$ cat config.mk
export PLATFORM = sky130hd
export DESIGN_NAME = tpbb_scale
export DESIGN_NICKNAME = d
export VERILOG_FILES = /design/src/sv/tpbb_scale.sv
export SDC_FILE = /design/constraint.sdc
export NUM_CORES = 1
export LEC_CHECK = 0
export ABC_AREA = 0
export BUFFER_PORTS_ARGS = -buffer_cell sky130_fd_sc_hd__buf_2
export CAP_MARGIN = 25
export CORE_MARGIN = 4
export CORE_UTILIZATION = 66
export DETAILED_ROUTE_END_ITERATION = 7
export GPL_ROUTABILITY_DRIVEN = 0
export GPL_TIMING_DRIVEN = 0
export MAX_ROUTING_LAYER = met4
export PLACE_DENSITY = 0.95
export SYNTH_ARGS = -nofsm -noshare
export SYNTH_HDL_FRONTEND = slang
export SYNTH_SLANG_ARGS = --single-unit
$ cat constraint.sdc
create_clock -name vclk -period 16.3
set_clock_uncertainty 0.1 [all_clocks]
set_input_delay 4.89 -clock vclk [all_inputs]
set_output_delay 4.89 -clock vclk [all_outputs]
set_load 0.05 [all_outputs]
$ cat src/sv/tpbb_scale.sv
// scales one channel sum by a q0.16 reciprocal, rounds and clips to 8 bits
module tpbb_scale #(
  parameter int unsigned SUM_W = 13
) (
  input  logic [SUM_W-1:0] sum,
  input  logic [15:0]      recip,
  output logic [7:0]       chan
);
  logic [SUM_W+16:0] prod;
  logic [SUM_W:0]    v;

  assign prod = ({1'b0, sum, 16'd0} >> 16) * (SUM_W + 17)'(recip) + (SUM_W + 17)'(32768);
  assign v    = prod[SUM_W+16:16];
  assign chan = (v > (SUM_W + 1)'(255)) ? 8'hFF : v[7:0];
endmodule

==> metrics.txt, run 1 <==
# diodes 0; crit path time final 16.04 ns; first-pass GRT wire length 28.17 mm; mean post-synth cell area 8.899 um^2; vias in the first global route 6216; I/O Buffers 37; syn nets 1060; Non-Filler Instances 947; initial antenna violation count 0; gr usage total 28.46%; Mapped Cells 781; worst slew pin tran 0.5973 ns; Hold-fix buffers, CTS 0; # clk buffers 0; antenna-violating nets left 0; critical path, cell by cell buf_2, clkbuf_2, and2_1, fa_1, inv_1, fa_1, inv_1, fa_1, inv_1, fa_1, inv_1, fa_1, ha_1, ha_1, inv_1, or4_4, a211oi_4, o31ai_2, a21oi_1, o21ai_1, a2111oi_4, buf_4, nand2_1, buf_2; Avg WL per Cell 17.07 um; Worst Hold Slack 10.60 ns; Rows 37; f_max 62.33 MHz; Worst path max stage delay 0.55 ns; register area share after synthesis 0%; Sequential Area 0 um^2; required time of the critical path 11.31 ns; Area Overhead vs Synth 4.969%; RSZ-0062 raised after global routing false; fin nets 1092; setup violators final 0; GRT overflow 0; max cap viols 0; Vert. Die Dim 110.6 um; Startpoint Class input pin; Min-Delay Path Class in -> out; vias per cell 5.807; fin util 70.99%; Worst path depth 24; Ports 37; largest net degree at the start of global routing 17; Slew HR 60.18%; drt initial violations 242; First-pass DRT Iterations 4; layout cell share with drive strength beyond 1 9.001%; Initial Util 67.63%; hold depth 7; WS Path Type in -> out; Inst Count DP 954; CP top delay family adder cells; die span in x 110.6 um; yosys warns 0; final period utilization 98.43%; highest-delay cell along the critical path or4_4; Netlist cell types 56; critical-path maximum fanout 10; via count 5499; Arr. time, crit path 11.05 ns; post-DP HPWL 14.70 mm; # DRC 0; final hold viol count 0; Fillers 790; Core Area 10280 um^2; run status finished clean; die area 12240 um^2; Detailed Route WL 16.17 mm; Post-Syn Area 6950 um^2; WP buf/inv 9; seq_cells 0; Worst Setup End Kind output pin; Final Slew Violations 0
[through the flow]
stage	area (um^2)	TNS (ns)	setup slack, ns
after floorplan	6950	0	0.6517
after CTS	7283	0	0.03038
final	7296	0	0.2564
after global routing	7296	0	0.02452
after global placement	7306	0	0.01535
after detailed placement	7306	-0.2900	-0.09109
[cell type report]
cell class	count	area, um^2	area share, %
tap	136	170.2	2.332
buffer	23	110.1	1.509
inverter	146	548.0	7.512
multi-input combinational	604	6275	86.01
timing repair buffer	38	192.7	2.641
[timing repair]
item                                    CTS  global route
endpoints found under the setup margin    8             8
buffers inserted                          0             1
gates resized for setup                   0            20
gates cloned                              0             0
pin swaps                                 0             1
[path summary, 6_finish.rpt]
| path | end | slack, ns | startpoint |
|---|---|---|---|
| setup / recovery | chan[3] | 0.26 | sum[1] |
| hold / removal | chan[5] | 10.60 | recip[0] |
[per-layer routing]
| layer | track usage [%] | vias to the layer above | routed length, um |
|---|---|---|---|
| met3 | 3.123 | 78 | 953 |
| met5 | - | - | 0 |
| met1 | 33.35 | 2728 | 6020 |
| met4 | 12.07 | 0 | 751 |
| li1 | - | 2472 | - |
| met2 | 49.80 | 221 | 8445 |
[Yosys cell counts (all sizes together) (2+ instances only)]
cell type	count	area, um^2
a211oi	5	50.05
and2	102	644.4
o211ai	3	22.52
nand3	10	55.05
nand2b	2	12.51
nor2	9	33.78
inv	146	548.0
fa	154	3083
o2111ai	2	23.77
a21o	3	22.52
xnor2	7	61.31
buf	2	18.77
and3	4	26.28
o21a	2	15.01
clkbuf	29	108.9
or3	2	17.52
xor2	3	26.28
a31oi	4	25.02
a2111oi	2	36.29
o21ai	14	77.57
nand2	127	479.2
nor3	3	15.01
o31ai	2	20.02
nand4	5	46.29
ha	96	1201
nor4	2	12.51
a21oi	26	137.6
[layout by cell type, fill, tap and decap left out, types with 5 or more instances in the layout]
master and n:
fa_1 154, inv_1 146, nand2_1 126, and2_1 97
ha_1 96, buf_2 37, a21oi_1 24, clkbuf_1 11
clkbuf_2 10, nor2_1 9, o21ai_0 9, nand3_1 9
xnor2_1 7, and2_2 5
[kinds of logic after synthesis]
kind of cell	count (synthesis)	share of synthesized area [%]
and+or+nand+nor	272	20.04
adders and majority gates	250	61.64
buffers and inverters	177	9.721
AOI/OAI and AO/OA	72	7.345
xor gates and xnor gates	10	1.260
Power of run 1 is not shown: default switching activity piles up to over one toggle a cycle in this logic, so the estimate is an artifact.
==> run 2: changes to the inputs <==
--- a/config.mk
+++ b/config.mk
@@ -8,6 +8,7 @@
 export ABC_AREA = 0
 export BUFFER_PORTS_ARGS = -buffer_cell sky130_fd_sc_hd__buf_2
 export CAP_MARGIN = 25
+export CORE_ASPECT_RATIO = 1.5
 export CORE_MARGIN = 4
 export CORE_UTILIZATION = 66
 export DETAILED_ROUTE_END_ITERATION = 7
==> run 2 against run 1 <==
Worst hold slack lost 0.0082 ns. Sequential share of layout area is the same. Global-route usage grew 1.5 points. Maximum frequency shrank 0.36%. Die area grew 0.28%. Critical path depth shrank 1. Via count grew 3.1%. Routed wire length grew 4.9%. Cell count grew 0.63%. First-iteration DRC count grew 33%. Critical path type unchanged. Non-clock buffer count grew 1. Utilization grew 0.76 points.
==> metrics.txt, run 2 (same netlist as run 1, synthesis figures left out) <==
GRT overflow 0 (unchanged); final period utilization 98.78% (+0.36 points); die span in x 91.79 um (-17%); final instance area 7312 um^2 (+0.22%); Final Slew Violations 0 (unchanged); most common cell after layout, fill and taps aside fa_1; I/O Buffers 37 (unchanged); post-DP HPWL 15.12 mm (+2.9%); die area 12270 um^2 (+0.28%); critical-path maximum fanout 10 (unchanged); drt initial violations 323 (+33%); Min-Delay Path Class in -> out; WS Path Type in -> out; Worst Hold Slack 10.59 ns (-0.008200 ns); Fillers 710 (-10%); setup violators final 0 (unchanged); Core Area 10190 um^2 (-0.84%); Slew HR 57.25% (-2.9 points); via count 5667 (+3.1%); # diodes 0 (unchanged); vias per cell 5.946 (+2.4%); run status finished clean; Arr. time, crit path 11.11 ns (+0.06 ns); Hold-fix buffers, CTS 0 (unchanged); Area Overhead vs Synth 5.202%; Area after DPL 7312 um^2 (about the same); worst slew pin tran 0.6412 ns (+0.04393 ns); Rows 45 (+22%); First-pass DRT Iterations 5 (+1); layout cell share with drive strength beyond 1 8.867% (-0.13 points); # clk buffers 0 (unchanged); Initial Util 68.20% (+0.57 points); Worst Setup End Kind output pin; first-pass GRT wire length 28.82 mm (+2.3%); max cap viols 0 (unchanged); Detailed Route WL 16.97 mm (+4.9%); gr usage total 29.96% (+1.5 points); Ports 37 (unchanged); crit path time final 16.10 ns (+0.05794 ns); antenna-violating nets left 0 (unchanged); # DRC 0 (unchanged); Avg WL per Cell 17.80 um (+4.3%); vias in the first global route 6415 (+3.2%); fin nets 1093 (+0.092%); seq_cells 0 (unchanged); Vert. Die Dim 133.7 um (+21%); most frequent cells in the layout fa_1, inv_1, nand2_1; required time of the critical path 11.31 ns (about the same); Sequential Area 0 um^2 (unchanged); Startpoint Class input pin; largest net degree at the start of global routing 17 (unchanged); final hold viol count 0 (unchanged); initial antenna violation count 0 (unchanged); f_max 62.11 MHz (-0.36%); TNS Setup 0 ns (unchanged)
run 2: per-stage QoR:
step	std cells	util [%]	setup slack, ns
after floorplan	781	-	0.6517
after global placement	959	71.75	0.02016
after detailed placement	959	71.75	-0.07474
after CTS	954	71.57	0.0009246
after global routing	953	71.75	-0.01274
final	953	71.75	0.1984
run 2: final cells by class:
| type | instances | area, um^2 | area share [%] |
|---|---|---|---|
| repair buffers | 39 | 200.2 | 2.738 |
| multi-input cells | 604 | 6281 | 85.90 |
| plain buffers | 23 | 106.4 | 1.454 |
| inverters | 146 | 548.0 | 7.495 |
| well taps | 141 | 176.4 | 2.413 |
run 2: metal layers:
metal  GRT usage [%]  up-vias  routed length [um]
met5               -        -                   0
met2           55.39      267                9377
met4           16.53        0                1232
met3           3.333      116                 895
li1                -     2480                   -
met1           30.29     2804                5463
run 2: path summary, 6_finish.rpt:
check / to / slack, ns / depth (start not counted) / from
worst min-delay path: chan[5] / 10.59 / 7 / recip[0]
worst max-delay path: chan[5] / 0.20 / 23 / sum[2]
run 2: timing repair:
| action | 4_1_cts | 5_1_grt |
|---|---|---|
| endpoints found under the setup margin | 8 | 8 |
| setup buffers | 0 | 2 |
| cloned | 0 | 0 |
| gates resized for setup | 0 | 16 |
| pin swaps | 0 | 2 |
run 2: worst max-delay path, stage by stage:
cell       delay, ns
buf_2           0.14
clkbuf_1        0.23
and2_1          0.25
fa_1            0.53
inv_1           0.05
fa_1            0.48
inv_1           0.06
fa_1            0.48
fa_1            0.57
fa_1            0.44
fa_1            0.38
ha_1            0.32
buf_6           0.14
a21oi_2         0.13
o21ai_2         0.09
a41o_1          0.31
o31ai_2         0.29
a21oi_1         0.11
or3_4           0.35
a2111oi_4       0.38
buf_4           0.21
o21ai_2         0.05
buf_2           0.21
Power of run 2 is left out for the same reason.
==> run 3: changes to the inputs <==
==> constraint.sdc (replaced) <==
create_clock -name vclk -period 16.5
set_clock_uncertainty 0.1 [all_clocks]
set_input_delay 4.95 -clock vclk [all_inputs]
set_output_delay 4.95 -clock vclk [all_outputs]
set_load 0.05 [all_outputs]
==> run 3 against run 2 <==
Critical path depth down 1. Via count down 0.56%. First-iteration DRC count up 3.7%. Design area about the same. Sequential share of layout area unchanged. Highest routed layer unchanged. Critical path type unchanged. Critical endpoint unchanged. Clock-buffer cell count unchanged. Flip-flop and latch count unchanged.
==> metrics.txt, run 3 (same netlist as run 1, synthesis figures left out) <==
Hold-fix buffers, CTS 0 (unchanged); layout cell share with drive strength beyond 1 8.712% (-0.16 points); critical path, cell by cell buf_2, clkbuf_1, nand2_1, fa_1, inv_1, fa_1, fa_1, fa_1, fa_1, fa_1, ha_1, buf_6, a21oi_2, o21ai_2, a41o_1, o31ai_2, a21oi_1, or3_4, a2111oi_4, buf_4, o21ai_2, buf_2; # diodes 0 (unchanged); met3 Use GR 3.220% (-0.11 points); Initial Util 68.20% (unchanged); Worst Setup End Kind output pin; # DRC 0 (unchanged); Final Slew Violations 0 (unchanged); WS Path Type in -> out; Avg WL per Cell 17.83 um (+0.14%); highest-delay cell along the critical path fa_1; RSZ-0062 raised after global routing false; worst slew pin tran 0.6412 ns (+0.00001419 ns); Detailed Route WL 17.04 mm (+0.45%); I/O Buffers 37 (unchanged); # clk buffers 0 (unchanged); final hold viol count 0 (unchanged); vias in the first global route 6387 (-0.44%); largest net degree at the start of global routing 17 (unchanged); met1 Use GR 31.05% (+0.75 points); drt initial violations 335 (+3.7%); most frequent cells in the layout fa_1, inv_1, nand2_1; seq_cells 0 (unchanged); Startpoint Class input pin; first-pass GRT wire length 28.95 mm (+0.45%); Vert. Die Dim 133.7 um (unchanged); vias per cell 5.894 (-0.88%); setup violators final 0 (unchanged); Core Area 10190 um^2 (unchanged); final period utilization 98.53%; GRT overflow 0 (unchanged); f_max 61.51 MHz; First-pass DRT Iterations 7 (+2); grt met2 use 55.43% (about the same); max cap viols 0 (unchanged); Ports 37 (unchanged); most common cell after layout, fill and taps aside fa_1; die span in x 91.79 um (unchanged); fin nets 1096 (+0.27%); WP buf/inv 6 (-1); Sequential Area 0 um^2 (unchanged); initial antenna violation count 0 (unchanged); required time of the critical path 11.45 ns (+0.14 ns); Worst path max stage delay 0.56 ns (about the same); GR peak layer met2; antenna-violating nets left 0 (unchanged); Area Overhead vs Synth 5.275% (about the same); post-DP HPWL 15.12 mm (unchanged); Slew HR 57.25% (about the same); Most Frequent Cell on Critical Path fa_1; crit path time final 16.26 ns; run status finished clean; Min-Delay Path Class in -> out; critical-path maximum fanout 10 (unchanged); gr usage total 30.19% (+0.22 points); Rows 45 (unchanged); TNS Setup 0 ns (unchanged); die area 12270 um^2 (unchanged); CP top delay family adder cells; via count 5635 (-0.56%); Arr. time, crit path 11.21 ns (+0.10 ns)
[run 3: cell type report]
type	instances	area, um^2
Inverter	146	548.0
Tap cell	141	176.4
Buffer	26	117.6
Multi-Input combinational cell	604	6275
Fill cell	710	2874
Timing Repair Buffer	39	200.2
[run 3: layer usage]
metal,routed length [um],vias to the layer above
li1,-,2481
met5,0,-
met1,5599,2824
met4,1121,0
met2,9458,232
met3,865,98
[run 3: worst paths after layout]
kind                 start  endpoint  slack [ns]  cells past startpoint
hold / removal    recip[0]   chan[5]       10.71                      7
setup / recovery  recip[7]   chan[5]        0.24                     22
[run 3: tightest hold or removal path, delay by kind of cell]
kind	cells	cell delay (ns)
and+or+nand+nor	3	0.44
buffers and inverters	2	0.33
AOI/OAI and AO/OA	2	0.13
[run 3: repair_timing]
| action | CTS | global route |
|---|---|---|
| endpoints found under the hold margin | 0 | 0 |
| buffers inserted | 0 | 2 |
| pin swaps | 0 | 1 |
| gates resized for setup | 0 | 14 |
| setup endpoints to repair | 1 | 8 |
[run 3: stage by stage]
stage          cells  area (um^2)  util, %  hold slack (ns)  setup slack [ns]
5_1_grt          956         7317    71.80            10.75           0.01977
4_1_cts          957         7305    71.68            10.72           0.01486
6_report         956         7317    71.80            10.71            0.2417
3_5_place_dp     959         7312    71.75            10.71          0.005263
2_1_floorplan    781         6950        -            10.48            0.7317
3_3_place_gp     959         7312    71.75            10.68            0.1002
Power of run 3 is left out for the same reason.
